**src/hdl/rdft_pkg.sv**
```systemverilog
// ----------------------------------------------------------------------------
// rdft_pkg
// Shared types, constants and twiddle tables for the real-input DFT/IDFT unit.
// ----------------------------------------------------------------------------
package rdft_pkg;

    localparam int SAMPLE_W   = 16;
    localparam int TW_W       = 16;
    localparam int OUT_W      = 19;
    localparam int BIN_W      = 3;
    localparam int PTS_W      = 4;
    localparam int MAX_POINTS = 8;
    localparam int Q_SHIFT    = 14;
    localparam int OUT_MAX    = 262143;
    localparam int OUT_MIN    = -262144;

    typedef enum logic {
        CFG_POINTS  = 1'b0,
        CFG_INVERSE = 1'b1
    } cfg_index_t;

    typedef struct packed {
        logic             bank;
        logic [PTS_W-1:0] points;
        logic             inverse;
    } job_t;

    typedef struct packed {
        logic valid;
        logic bank;
    } release_t;

    typedef enum logic [2:0] {
        B_IDLE,
        B_MAC,
        B_DRAIN,
        B_DIV,
        B_PUT
    } back_state_t;

    typedef logic signed [TW_W-1:0] twiddle_t;

    localparam twiddle_t COS_TAB [0:MAX_POINTS][0:MAX_POINTS-1] = '{
        '{16'sd0, 16'sd0, 16'sd0, 16'sd0, 16'sd0, 16'sd0, 16'sd0, 16'sd0},
        '{16'sd16384, 16'sd0, 16'sd0, 16'sd0, 16'sd0, 16'sd0, 16'sd0, 16'sd0},
        '{16'sd16384, -16'sd16384, 16'sd0, 16'sd0, 16'sd0, 16'sd0, 16'sd0, 16'sd0},
        '{16'sd16384, -16'sd8192, -16'sd8192, 16'sd0, 16'sd0, 16'sd0, 16'sd0, 16'sd0},
        '{16'sd16384, 16'sd0, -16'sd16384, 16'sd0, 16'sd0, 16'sd0, 16'sd0, 16'sd0},
        '{16'sd16384, 16'sd5063, -16'sd13255, -16'sd13255, 16'sd5063,
          16'sd0, 16'sd0, 16'sd0},
        '{16'sd16384, 16'sd8192, -16'sd8192, -16'sd16384, -16'sd8192,
          16'sd8192, 16'sd0, 16'sd0},
        '{16'sd16384, 16'sd10215, -16'sd3646, -16'sd14761, -16'sd14761,
          -16'sd3646, 16'sd10215, 16'sd0},
        '{16'sd16384, 16'sd11585, 16'sd0, -16'sd11585, -16'sd16384,
          -16'sd11585, 16'sd0, 16'sd11585}
    };

    localparam twiddle_t SIN_TAB [0:MAX_POINTS][0:MAX_POINTS-1] = '{
        '{16'sd0, 16'sd0, 16'sd0, 16'sd0, 16'sd0, 16'sd0, 16'sd0, 16'sd0},
        '{16'sd0, 16'sd0, 16'sd0, 16'sd0, 16'sd0, 16'sd0, 16'sd0, 16'sd0},
        '{16'sd0, 16'sd0, 16'sd0, 16'sd0, 16'sd0, 16'sd0, 16'sd0, 16'sd0},
        '{16'sd0, 16'sd14189, -16'sd14189, 16'sd0, 16'sd0, 16'sd0, 16'sd0, 16'sd0},
        '{16'sd0, 16'sd16384, 16'sd0, -16'sd16384, 16'sd0, 16'sd0, 16'sd0, 16'sd0},
        '{16'sd0, 16'sd15582, 16'sd9630, -16'sd9630, -16'sd15582,
          16'sd0, 16'sd0, 16'sd0},
        '{16'sd0, 16'sd14189, 16'sd14189, 16'sd0, -16'sd14189,
          -16'sd14189, 16'sd0, 16'sd0},
        '{16'sd0, 16'sd12810, 16'sd15973, 16'sd7109, -16'sd7109,
          -16'sd15973, -16'sd12810, 16'sd0},
        '{16'sd0, 16'sd11585, 16'sd16384, 16'sd11585, 16'sd0,
          -16'sd11585, -16'sd16384, -16'sd11585}
    };

endpackage

```
**src/hdl/real_input_dft_idft_unit.sv**
```systemverilog
// ----------------------------------------------------------------------------
// real_input_dft_idft_unit
// Direct real-input DFT / IDFT over a block of SAMPLES samples.
// Samples are accepted one per cycle while a free sample bank exists; two
// banks let the next block load while the current one is transformed.
// Each bin is accumulated on the single shared MAC, then in inverse mode it
// passes through the bit-serial 1/points divide. Synchronous active-low
// reset returns points to 8, inverse to 0, empties both banks and clears
// the load count; no clearing pass is needed.
// ----------------------------------------------------------------------------
module real_input_dft_idft_unit import rdft_pkg::*; #(
    parameter int SAMPLES = 8
) (
    input  logic                       aclk,
    input  logic                       aresetn,
    input  logic                       cfg_valid,
    output logic                       cfg_ready,
    input  cfg_index_t                 cfg_index,
    input  logic [PTS_W-1:0]           cfg_data,
    input  logic                       s_valid,
    output logic                       s_ready,
    input  logic signed [SAMPLE_W-1:0] s_sample,
    output logic                       m_valid,
    input  logic                       m_ready,
    output logic [BIN_W-1:0]           m_bin,
    output logic signed [OUT_W-1:0]    m_real_part,
    output logic signed [OUT_W-1:0]    m_imag_part,
    output logic                       m_last
);

    localparam int AW = $clog2(SAMPLES) + 1;

    logic                       wr_en;
    logic [AW-1:0]              wr_addr;
    logic signed [SAMPLE_W-1:0] wr_data;
    logic                       push_valid;
    job_t                       push_job;
    logic                       fifo_full;
    logic                       fifo_empty;
    logic                       job_pop;
    job_t                       head_job;
    release_t                   rel;

    rdft_front #(
        .SAMPLES (SAMPLES)
    ) u_front (
        .aclk       (aclk),
        .aresetn    (aresetn),
        .cfg_valid  (cfg_valid),
        .cfg_ready  (cfg_ready),
        .cfg_index  (cfg_index),
        .cfg_data   (cfg_data),
        .s_valid    (s_valid),
        .s_ready    (s_ready),
        .s_sample   (s_sample),
        .wr_en      (wr_en),
        .wr_addr    (wr_addr),
        .wr_data    (wr_data),
        .push_valid (push_valid),
        .push_job   (push_job),
        .rel        (rel)
    );

    rdft_job_fifo u_fifo (
        .aclk     (aclk),
        .aresetn  (aresetn),
        .push     (push_valid),
        .push_job (push_job),
        .full     (fifo_full),
        .pop      (job_pop),
        .empty    (fifo_empty),
        .head     (head_job)
    );

    rdft_back #(
        .SAMPLES (SAMPLES)
    ) u_back (
        .aclk        (aclk),
        .aresetn     (aresetn),
        .job_valid   (!fifo_empty),
        .job_pop     (job_pop),
        .job         (head_job),
        .wr_en       (wr_en),
        .wr_addr     (wr_addr),
        .wr_data     (wr_data),
        .rel         (rel),
        .m_valid     (m_valid),
        .m_ready     (m_ready),
        .m_bin       (m_bin),
        .m_real_part (m_real_part),
        .m_imag_part (m_imag_part),
        .m_last      (m_last)
    );

    a_push_has_room: assert property (@(posedge aclk) disable iff (!aresetn)
        push_valid |-> !fifo_full)
        else $error("job pushed while queue full");

endmodule

```
**src/hdl/rdft_front.sv**
```systemverilog
// ----------------------------------------------------------------------------
// rdft_front
// Holds the configuration registers, loads samples into one of two sample
// banks and hands each full bank to the back end as a job.
// ----------------------------------------------------------------------------
module rdft_front import rdft_pkg::*; #(
    parameter int SAMPLES = 8
) (
    input  logic                       aclk,
    input  logic                       aresetn,
    input  logic                       cfg_valid,
    output logic                       cfg_ready,
    input  cfg_index_t                 cfg_index,
    input  logic [PTS_W-1:0]           cfg_data,
    input  logic                       s_valid,
    output logic                       s_ready,
    input  logic signed [SAMPLE_W-1:0] s_sample,
    output logic                       wr_en,
    output logic [$clog2(SAMPLES):0]   wr_addr,
    output logic signed [SAMPLE_W-1:0] wr_data,
    output logic                       push_valid,
    output job_t                       push_job,
    input  release_t                   rel
);

    localparam int NW = $clog2(SAMPLES);

    logic [PTS_W-1:0] points_reg;
    logic             inverse_reg;
    logic [NW-1:0]    load_count_reg;
    logic [NW-1:0]    load_count_next;
    logic             bank_reg;
    logic [1:0]       busy_reg;
    logic [1:0]       busy_next;
    logic [PTS_W-1:0] points_eff;
    logic             accept;
    logic             block_end;

    assign cfg_ready = 1'b1;
    assign s_ready   = !busy_reg[bank_reg];
    assign accept    = s_valid && s_ready;
    assign block_end = (load_count_reg == NW'(SAMPLES - 1));

    assign wr_en   = accept;
    assign wr_addr = {bank_reg, load_count_reg};
    assign wr_data = s_sample;

    always_comb begin
        priority if (points_reg == '0) begin
            points_eff = PTS_W'(1);
        end else if (points_reg > PTS_W'(MAX_POINTS)) begin
            points_eff = PTS_W'(MAX_POINTS);
        end else begin
            points_eff = points_reg;
        end
    end

    assign push_valid       = accept && block_end;
    assign push_job.bank    = bank_reg;
    assign push_job.points  = points_eff;
    assign push_job.inverse = inverse_reg;

    always_comb begin
        load_count_next = load_count_reg;
        if (accept) begin
            load_count_next = block_end ? '0 : load_count_reg + NW'(1);
        end
    end

    always_comb begin
        busy_next = busy_reg;
        if (rel.valid) begin
            busy_next[rel.bank] = 1'b0;
        end
        if (push_valid) begin
            busy_next[bank_reg] = 1'b1;
        end
    end

    always_ff @(posedge aclk) begin
        if (!aresetn) begin
            points_reg  <= PTS_W'(MAX_POINTS);
            inverse_reg <= 1'b0;
        end else if (cfg_valid) begin
            unique case (cfg_index)
                CFG_POINTS:  points_reg  <= cfg_data;
                CFG_INVERSE: inverse_reg <= cfg_data[0];
            endcase
        end
    end

    always_ff @(posedge aclk) begin
        if (!aresetn) begin
            load_count_reg <= '0;
            bank_reg       <= 1'b0;
            busy_reg       <= '0;
        end else begin
            load_count_reg <= load_count_next;
            busy_reg       <= busy_next;
            if (push_valid) begin
                bank_reg <= !bank_reg;
            end
        end
    end

endmodule

```
**src/hdl/rdft_job_fifo.sv**
```systemverilog
// ----------------------------------------------------------------------------
// rdft_job_fifo
// Two-entry queue of pending transform jobs between front and back end.
// ----------------------------------------------------------------------------
module rdft_job_fifo import rdft_pkg::*; (
    input  logic aclk,
    input  logic aresetn,
    input  logic push,
    input  job_t push_job,
    output logic full,
    input  logic pop,
    output logic empty,
    output job_t head
);

    job_t       entry_reg [0:1];
    logic       wr_ptr_reg;
    logic       rd_ptr_reg;
    logic [1:0] count_reg;
    logic [1:0] count_next;

    assign full  = (count_reg == 2'd2);
    assign empty = (count_reg == 2'd0);
    assign head  = entry_reg[rd_ptr_reg];

    always_comb begin
        count_next = count_reg;
        if (push && !pop) begin
            count_next = count_reg + 2'd1;
        end else if (pop && !push) begin
            count_next = count_reg - 2'd1;
        end
    end

    always_ff @(posedge aclk) begin
        if (push) begin
            entry_reg[wr_ptr_reg] <= push_job;
        end
    end

    always_ff @(posedge aclk) begin
        if (!aresetn) begin
            wr_ptr_reg <= 1'b0;
            rd_ptr_reg <= 1'b0;
            count_reg  <= '0;
        end else begin
            count_reg <= count_next;
            if (push) begin
                wr_ptr_reg <= !wr_ptr_reg;
            end
            if (pop) begin
                rd_ptr_reg <= !rd_ptr_reg;
            end
        end
    end

    a_no_overflow: assert property (@(posedge aclk) disable iff (!aresetn)
        push && !pop |-> !full)
        else $error("job queue written while full");

    a_no_underflow: assert property (@(posedge aclk) disable iff (!aresetn)
        pop |-> !empty)
        else $error("job queue read while empty");

endmodule

```
**src/hdl/rdft_back.sv**
```systemverilog
// ----------------------------------------------------------------------------
// rdft_back
// Sample memory and shared complex MAC. For each bin it accumulates all
// samples, rounds, divides by the point count in inverse mode, saturates
// and places the result in the output register.
// ----------------------------------------------------------------------------
module rdft_back import rdft_pkg::*; #(
    parameter int SAMPLES = 8
) (
    input  logic                       aclk,
    input  logic                       aresetn,
    input  logic                       job_valid,
    output logic                       job_pop,
    input  job_t                       job,
    input  logic                       wr_en,
    input  logic [$clog2(SAMPLES):0]   wr_addr,
    input  logic signed [SAMPLE_W-1:0] wr_data,
    output release_t                   rel,
    output logic                       m_valid,
    input  logic                       m_ready,
    output logic [BIN_W-1:0]           m_bin,
    output logic signed [OUT_W-1:0]    m_real_part,
    output logic signed [OUT_W-1:0]    m_imag_part,
    output logic                       m_last
);

    localparam int NW    = $clog2(SAMPLES);
    localparam int AW    = NW + 1;
    localparam int PRD_W = SAMPLE_W + TW_W;
    localparam int ACC_W = PRD_W - 1 + NW;
    localparam int T_W   = ACC_W + 1;
    localparam int Q_W   = T_W - Q_SHIFT;
    localparam int CNT_W = $clog2(Q_W);
    localparam logic signed [Q_W-1:0] SAT_HI = Q_W'(OUT_MAX);
    localparam logic signed [Q_W-1:0] SAT_LO = Q_W'(OUT_MIN);

    logic signed [SAMPLE_W-1:0] mem [0:(2**AW)-1];

    back_state_t               state_reg;
    back_state_t               state_next;
    job_t                      job_reg;
    logic [BIN_W-1:0]          k_reg;
    logic [NW-1:0]             n_reg;
    logic [BIN_W-1:0]          m_reg;
    logic signed [SAMPLE_W-1:0] rd_data_reg;
    twiddle_t                  tw_c_reg;
    twiddle_t                  tw_s_reg;
    logic                      s1_vld_reg;
    logic signed [PRD_W-1:0]   prod_c_reg;
    logic signed [PRD_W-1:0]   prod_s_reg;
    logic                      s2_vld_reg;
    logic signed [ACC_W-1:0]   acc_r_reg;
    logic signed [ACC_W-1:0]   acc_i_reg;
    logic [Q_W-1:0]            qr_reg;
    logic [Q_W-1:0]            qi_reg;
    logic                      neg_r_reg;
    logic                      neg_i_reg;
    logic [2:0]                rem_r_reg;
    logic [2:0]                rem_i_reg;
    logic [CNT_W-1:0]          div_cnt_reg;
    logic                      m_valid_reg;
    logic [BIN_W-1:0]          m_bin_reg;
    logic signed [OUT_W-1:0]   m_real_part_reg;
    logic signed [OUT_W-1:0]   m_imag_part_reg;
    logic                      m_last_reg;

    logic                      n_last;
    logic                      pipe_empty;
    logic                      div_done;
    logic                      out_free;
    logic                      bin_last;
    logic                      mac_issue;
    logic                      round_load;
    logic                      div_step;
    logic                      out_load;
    logic [BIN_W:0]            m_sum;
    logic [BIN_W-1:0]          m_next;
    logic signed [T_W-1:0]     half;
    logic signed [T_W-1:0]     t_r;
    logic signed [T_W-1:0]     t_i;
    logic [Q_W-1:0]            q1_r;
    logic [Q_W-1:0]            q1_i;
    logic [3:0]                r_r;
    logic [3:0]                r_i;
    logic                      ge_r;
    logic                      ge_i;
    logic signed [Q_W-1:0]     v_r;
    logic signed [Q_W-1:0]     v_i;

    function automatic logic signed [OUT_W-1:0] saturate(input logic signed [Q_W-1:0] v);
        logic signed [OUT_W-1:0] res;
        if (v > SAT_HI) begin
            res = OUT_W'(OUT_MAX);
        end else if (v < SAT_LO) begin
            res = OUT_W'(OUT_MIN);
        end else begin
            res = v[OUT_W-1:0];
        end
        return res;
    endfunction

    assign n_last     = (n_reg == NW'(SAMPLES - 1));
    assign pipe_empty = !s1_vld_reg && !s2_vld_reg;
    assign div_done   = (div_cnt_reg == CNT_W'(Q_W - 1));
    assign out_free   = !m_valid_reg || m_ready;
    assign bin_last   = (PTS_W'(k_reg) == job_reg.points - PTS_W'(1));

    always_comb begin
        state_next = state_reg;
        unique case (state_reg)
            B_IDLE: begin
                if (job_valid) begin
                    state_next = B_MAC;
                end
            end
            B_MAC: begin
                if (n_last) begin
                    state_next = B_DRAIN;
                end
            end
            B_DRAIN: begin
                if (pipe_empty) begin
                    state_next = job_reg.inverse ? B_DIV : B_PUT;
                end
            end
            B_DIV: begin
                if (div_done) begin
                    state_next = B_PUT;
                end
            end
            B_PUT: begin
                if (out_free) begin
                    state_next = bin_last ? B_IDLE : B_MAC;
                end
            end
            default: state_next = B_IDLE;
        endcase
    end

    always_comb begin
        job_pop    = 1'b0;
        mac_issue  = 1'b0;
        round_load = 1'b0;
        div_step   = 1'b0;
        out_load   = 1'b0;
        unique case (state_reg)
            B_IDLE:  job_pop    = job_valid;
            B_MAC:   mac_issue  = 1'b1;
            B_DRAIN: round_load = pipe_empty;
            B_DIV:   div_step   = 1'b1;
            B_PUT:   out_load   = out_free;
            default: job_pop    = 1'b0;
        endcase
    end

    assign rel.valid = out_load && bin_last;
    assign rel.bank  = job_reg.bank;

    assign m_sum  = {1'b0, m_reg} + {1'b0, k_reg};
    assign m_next = (m_sum >= job_reg.points) ? BIN_W'(m_sum - job_reg.points)
                                              : m_sum[BIN_W-1:0];

    assign half = job_reg.inverse ? (T_W'(job_reg.points) <<< (Q_SHIFT - 1))
                                  : (T_W'(1) <<< (Q_SHIFT - 1));
    assign t_r  = T_W'(acc_r_reg) + half;
    assign t_i  = T_W'(acc_i_reg) + half;
    assign q1_r = t_r[T_W-1:Q_SHIFT];
    assign q1_i = t_i[T_W-1:Q_SHIFT];

    assign r_r  = {rem_r_reg, qr_reg[Q_W-1]};
    assign r_i  = {rem_i_reg, qi_reg[Q_W-1]};
    assign ge_r = (r_r >= job_reg.points);
    assign ge_i = (r_i >= job_reg.points);

    assign v_r = neg_r_reg ? ~qr_reg : qr_reg;
    assign v_i = neg_i_reg ? ~qi_reg : qi_reg;

    always_ff @(posedge aclk) begin
        if (wr_en) begin
            mem[wr_addr] <= wr_data;
        end
        rd_data_reg <= mem[{job_reg.bank, n_reg}];
    end

    always_ff @(posedge aclk) begin
        if (!aresetn) begin
            state_reg  <= B_IDLE;
            s1_vld_reg <= 1'b0;
            s2_vld_reg <= 1'b0;
        end else begin
            state_reg  <= state_next;
            s1_vld_reg <= mac_issue;
            s2_vld_reg <= s1_vld_reg;
        end
    end

    always_ff @(posedge aclk) begin
        if (job_pop) begin
            job_reg <= job;
            k_reg   <= '0;
            n_reg   <= '0;
            m_reg   <= '0;
        end else if (mac_issue) begin
            n_reg <= n_reg + NW'(1);
            m_reg <= m_next;
        end else if (out_load && !bin_last) begin
            k_reg <= k_reg + BIN_W'(1);
            n_reg <= '0;
            m_reg <= '0;
        end
    end

    always_ff @(posedge aclk) begin
        if (mac_issue) begin
            tw_c_reg <= COS_TAB[job_reg.points][m_reg];
            tw_s_reg <= SIN_TAB[job_reg.points][m_reg];
        end
        prod_c_reg <= rd_data_reg * tw_c_reg;
        prod_s_reg <= rd_data_reg * tw_s_reg;
    end

    always_ff @(posedge aclk) begin
        if (state_reg == B_IDLE || round_load) begin
            acc_r_reg <= '0;
            acc_i_reg <= '0;
        end else if (s2_vld_reg) begin
            acc_r_reg <= acc_r_reg + ACC_W'(prod_c_reg);
            if (job_reg.inverse) begin
                acc_i_reg <= acc_i_reg + ACC_W'(prod_s_reg);
            end else begin
                acc_i_reg <= acc_i_reg - ACC_W'(prod_s_reg);
            end
        end
    end

    // A negative quotient is floored as the complement of the quotient of
    // the complemented dividend, so the divider only sees magnitudes.
    always_ff @(posedge aclk) begin
        if (round_load) begin
            neg_r_reg   <= job_reg.inverse && q1_r[Q_W-1];
            neg_i_reg   <= job_reg.inverse && q1_i[Q_W-1];
            qr_reg      <= (job_reg.inverse && q1_r[Q_W-1]) ? ~q1_r : q1_r;
            qi_reg      <= (job_reg.inverse && q1_i[Q_W-1]) ? ~q1_i : q1_i;
            rem_r_reg   <= '0;
            rem_i_reg   <= '0;
            div_cnt_reg <= '0;
        end else if (div_step) begin
            qr_reg      <= {qr_reg[Q_W-2:0], ge_r};
            qi_reg      <= {qi_reg[Q_W-2:0], ge_i};
            rem_r_reg   <= ge_r ? 3'(r_r - job_reg.points) : r_r[2:0];
            rem_i_reg   <= ge_i ? 3'(r_i - job_reg.points) : r_i[2:0];
            div_cnt_reg <= div_cnt_reg + CNT_W'(1);
        end
    end

    always_ff @(posedge aclk) begin
        if (!aresetn) begin
            m_valid_reg <= 1'b0;
        end else if (out_load) begin
            m_valid_reg <= 1'b1;
        end else if (m_ready) begin
            m_valid_reg <= 1'b0;
        end
    end

    always_ff @(posedge aclk) begin
        if (out_load) begin
            m_bin_reg       <= k_reg;
            m_real_part_reg <= saturate(v_r);
            m_imag_part_reg <= saturate(v_i);
            m_last_reg      <= bin_last;
        end
    end

    assign m_valid     = m_valid_reg;
    assign m_bin       = m_bin_reg;
    assign m_real_part = m_real_part_reg;
    assign m_imag_part = m_imag_part_reg;
    assign m_last      = m_last_reg;

    a_twiddle_index: assert property (@(posedge aclk) disable iff (!aresetn)
        state_reg == B_MAC |-> PTS_W'(m_reg) < job_reg.points)
        else $error("twiddle index not reduced below point count");

    a_div_inverse_only: assert property (@(posedge aclk) disable iff (!aresetn)
        state_reg == B_DIV |-> job_reg.inverse)
        else $error("divider running in forward mode");

endmodule

```
**config.mk**
```make
export PLATFORM = sky130hd
export DESIGN_NAME = real_input_dft_idft_unit
export DESIGN_NICKNAME = d
export VERILOG_FILES = /design/src/hdl/rdft_pkg.sv /design/src/hdl/real_input_dft_idft_unit.sv /design/src/hdl/rdft_front.sv /design/src/hdl/rdft_job_fifo.sv /design/src/hdl/rdft_back.sv
export SDC_FILE = /design/constraint.sdc
export NUM_CORES = 2
export LEC_CHECK = 0
export ABC_AREA = 1
export ABC_CLOCK_PERIOD_IN_PS = 17050
export BUFFER_PORTS_ARGS = -buffer_cell sky130_fd_sc_hd__buf_2
export CORE_MARGIN = 1
export CORE_UTILIZATION = 55
export DETAILED_ROUTE_END_ITERATION = 10
export GPL_ROUTABILITY_DRIVEN = 0
export PLACE_DENSITY = 0.81
export SYNTH_ARGS = -nofsm -noshare
export SYNTH_HDL_FRONTEND = slang
export SYNTH_HIERARCHICAL = 1
export SYNTH_SLANG_ARGS = --single-unit
```
**constraint.sdc**
```tcl
create_clock -name aclk -period 17.05 [get_ports aclk]
set_input_delay 2.5575 -clock aclk [delete_from_list [all_inputs] [get_ports aclk]]
set_output_delay 2.5575 -clock aclk [all_outputs]
set_load 0.05 [all_outputs]
```
==> flow_results.org <==
** Status
- The run finished with clean final reports.

** Cells and area
- Of the cells placed in the final design, the portion with a size suffix greater than 1 is 4.711%.
- The multi-input combinational cells in the finished layout cover a total of ~0.029 mm².
- The area growth from synthesis to layout is 6.084%.
- Summing all flip-flop and latch instances after layout gives ~0.016 mm².
- Number of flip-flops under the largest register name :: roughly 260
- The count of cells in the finished layout, fillers not included, comes to roughly 7000.
- Final #Nets :: between 6000 and 7000
- After routing the design area is 0.05363 mm².
- Final antenna diode count :: 0
- Fill cell total of the finished layout :: about 7500

** Synthesis
- Summing every instance area after synthesis gives slightly above 0.05 mm².
- When the netlist entered floorplanning its net count stood at roughly 6800.
- In the synthesized netlist, the number of instances is around 6000.
- A synthesized cell averages about 8.4 µm².
- Warnings from Yosys :: 6

** Place
- Placed cell count :: 7054
- Buffers placed on the I/O ports in this run total 69.
- Post-DP HPWL :: approximately 94000 µm
- The placed instances occupy a cell area of 0.05175 mm².

** GRT
- Across every metal layer, demand over resource in global routing totals 27.68%.
- Number of global-route vias before repair :: ~40000
- Total congestion overflow after global routing :: 0
- The first global-routing pass estimated about 210000 µm of wire.
- Entering global routing, the biggest net connects 100 pins.
- The initial antenna violation count was 3.

** Timing
- Period utilization :: between 30% and 40%
- The final number of hold-violating endpoints is 0.
- Tmin final :: between 6 and 7 ns
- Hold is met by roughly 0.42 ns.
- Unrepaired setup endpoints after global routing :: false
- Worst-margin pin slew :: between 1 and 1.5 ns
- The number of max-slew violations in the final report came to 0.
- Measured against its own limit, the worst slew margin works out to between 10 and 15%.
- In the final timing run, aggregate negative setup slack is 0 ns.
- Setup violations remaining at the end of the flow were counted as 0.
- Layout Skew :: about 0.042 ns
- Timing would allow up to approximately 160 MHz.

** Floorplanning
- Chip width :: roughly 300 µm
- The initial utilization of the core area, before any placement, comes to about 56%.
- The region available for standard cell placement spans roughly 0.091 mm².
- The die covers between 0.09 and 0.1 mm².
- The die is ~310 µm tall.
- Rows :: between 100 and 150
- Number of placed I/O pins :: 71

** Clocking
- Hold bufs inserted after CTS :: 0
- Number of gates resized after cts :: 0
- Skew-Pair Late Insertion Delay :: roughly 0.67 ns
- Total CTS buffers :: 58
- The tree is rooted in a sky130_fd_sc_hd__clkbuf_16.
- Post-CTS timing repair inserted 0 buffers for setup.
- The clock net in this run drives a total of 581 sinks.
- Clock buffer depth :: 3
- The H-tree was split into 2 levels.
- Clock tree from TritonCTS :: yes
- Clock input transition at the sequential cells of the worst setup and hold paths :: 0.06 ns

** Setup path
- Largest incremental delay on the critical path :: just over 0.9 ns
- The critical path goes through nand2_1 > inv_1 > fa_1 > fa_1 > fa_1 > fa_1 > fa_1 > inv_1 > fa_1 > inv_1 > ha_1 > a21oi_1 > o21ai_0 > a21oi_1 > nand3_1 > nand2_1 > nand2_1 > nand2_1 > nand2_1 > xor2_1.
- Data arrives at the worst endpoint at approximately 7 ns.
- On the critical path the largest part of the delay comes from adder cells.
- The cell that appears most often on the critical path is sky130_fd_sc_hd__fa_1.
- Highest-delay cell along the critical path :: sky130_fd_sc_hd__fa_1
- The setup check on the worst reg-to-reg path leaves a slack of 10.71 ns.
- Counting both buffers and inverters, the worst setup path holds a total of 3.
- Type of the worst setup path :: reg -> reg
- Worst path required time :: ~18 ns
- Crit-path max FO :: 16
- Endpoint class of the critical path :: flop
- Kind of launch point of the worst setup path :: flop

** Run
- Across the run, the number of max-cap violations was 0.

** Hold path
- Worst hold path type :: reg -> reg

** Detailed routing
- Via Count :: between 40000 and 50000
- For this run, design rule violations remaining after detail routing come to 0.
- Dividing the detail-routed via count by the number of cells gives about 5.6.
- Detail Route Antenna Nets :: 0
- The routed design has approximately 130000 µm of wire.
- Violation count after the first detailed-routing iteration :: between 4000 and 5000
- After detailed routing, the average wire length per cell comes to approximately 18 µm.
- Number of iterations in the first detailed-routing pass :: 8
==> cells in the final DEF (no fill, tap or decap), types with 46 or more instances in the layout <==
cell,count
sky130_fd_sc_hd__a21oi_1,275
sky130_fd_sc_hd__buf_2,69
sky130_fd_sc_hd__buf_4,54
sky130_fd_sc_hd__clkbuf_16,60
sky130_fd_sc_hd__dfxtp_1,185
sky130_fd_sc_hd__edfxtp_1,391
sky130_fd_sc_hd__fa_1,532
sky130_fd_sc_hd__ha_1,267
sky130_fd_sc_hd__inv_1,1293
sky130_fd_sc_hd__mux2i_1,64
sky130_fd_sc_hd__nand2_1,1334
sky130_fd_sc_hd__nand3_1,225
sky130_fd_sc_hd__nand4_1,46
sky130_fd_sc_hd__nor2_1,365
sky130_fd_sc_hd__nor3_1,49
sky130_fd_sc_hd__o211ai_1,85
sky130_fd_sc_hd__o21ai_0,248
sky130_fd_sc_hd__xnor2_1,57
sky130_fd_sc_hd__xor2_1,158
==> cell type report <==
type	instances	share of cell area [%]
tap	1176	2.744
inverter	1305	9.139
clock buffer	83	3.073
multi-input combinational	3869	54.21
timing repair buffer	123	1.400
sequential	581	29.00
clock inverter	25	0.4363
==> routing by layer <==
metal	wire length [µm]	vias up	share of wire [%]	track usage (%)
li1	-	18462	-	-
met1	49290	19173	39	35.40
met2	60180	2026	47	46.29
met3	12140	391	9.5	4.943
met4	5826	6	4.6	11.72
met5	34	-	0.027	0
==> tightest hold or removal path: stages, from the launching register on <==
cell	delay [ns]
sky130_fd_sc_hd__dfxtp_1	0.30
sky130_fd_sc_hd__nand2_1	0.05
sky130_fd_sc_hd__inv_1	0.03
==> metrics by stage <==
stage | utilization, % | setup slack (ns)
6_report | 59.22 | 10.71
2_1_floorplan | - | 11.45
3_3_place_gp | 57.14 | 10.92
4_1_cts | 59.22 | 10.76
5_1_grt | 59.22 | 10.34
3_5_place_dp | 57.14 | 10.81
==> final timing paths <==
check,to,start,cells past startpoint
max,u_back/prod_s_reg[29],u_back/tw_s_reg[2],20
min,u_back/s2_vld_reg,u_back/s1_vld_reg,2
max reg2reg,u_back/prod_s_reg[29],u_back/tw_s_reg[2],20
min reg2reg,u_back/s2_vld_reg,u_back/s1_vld_reg,2
Power is left out: the tool's default activity adds up to more than one toggle a clock period on the data nets, which glitch-free logic cannot reach.
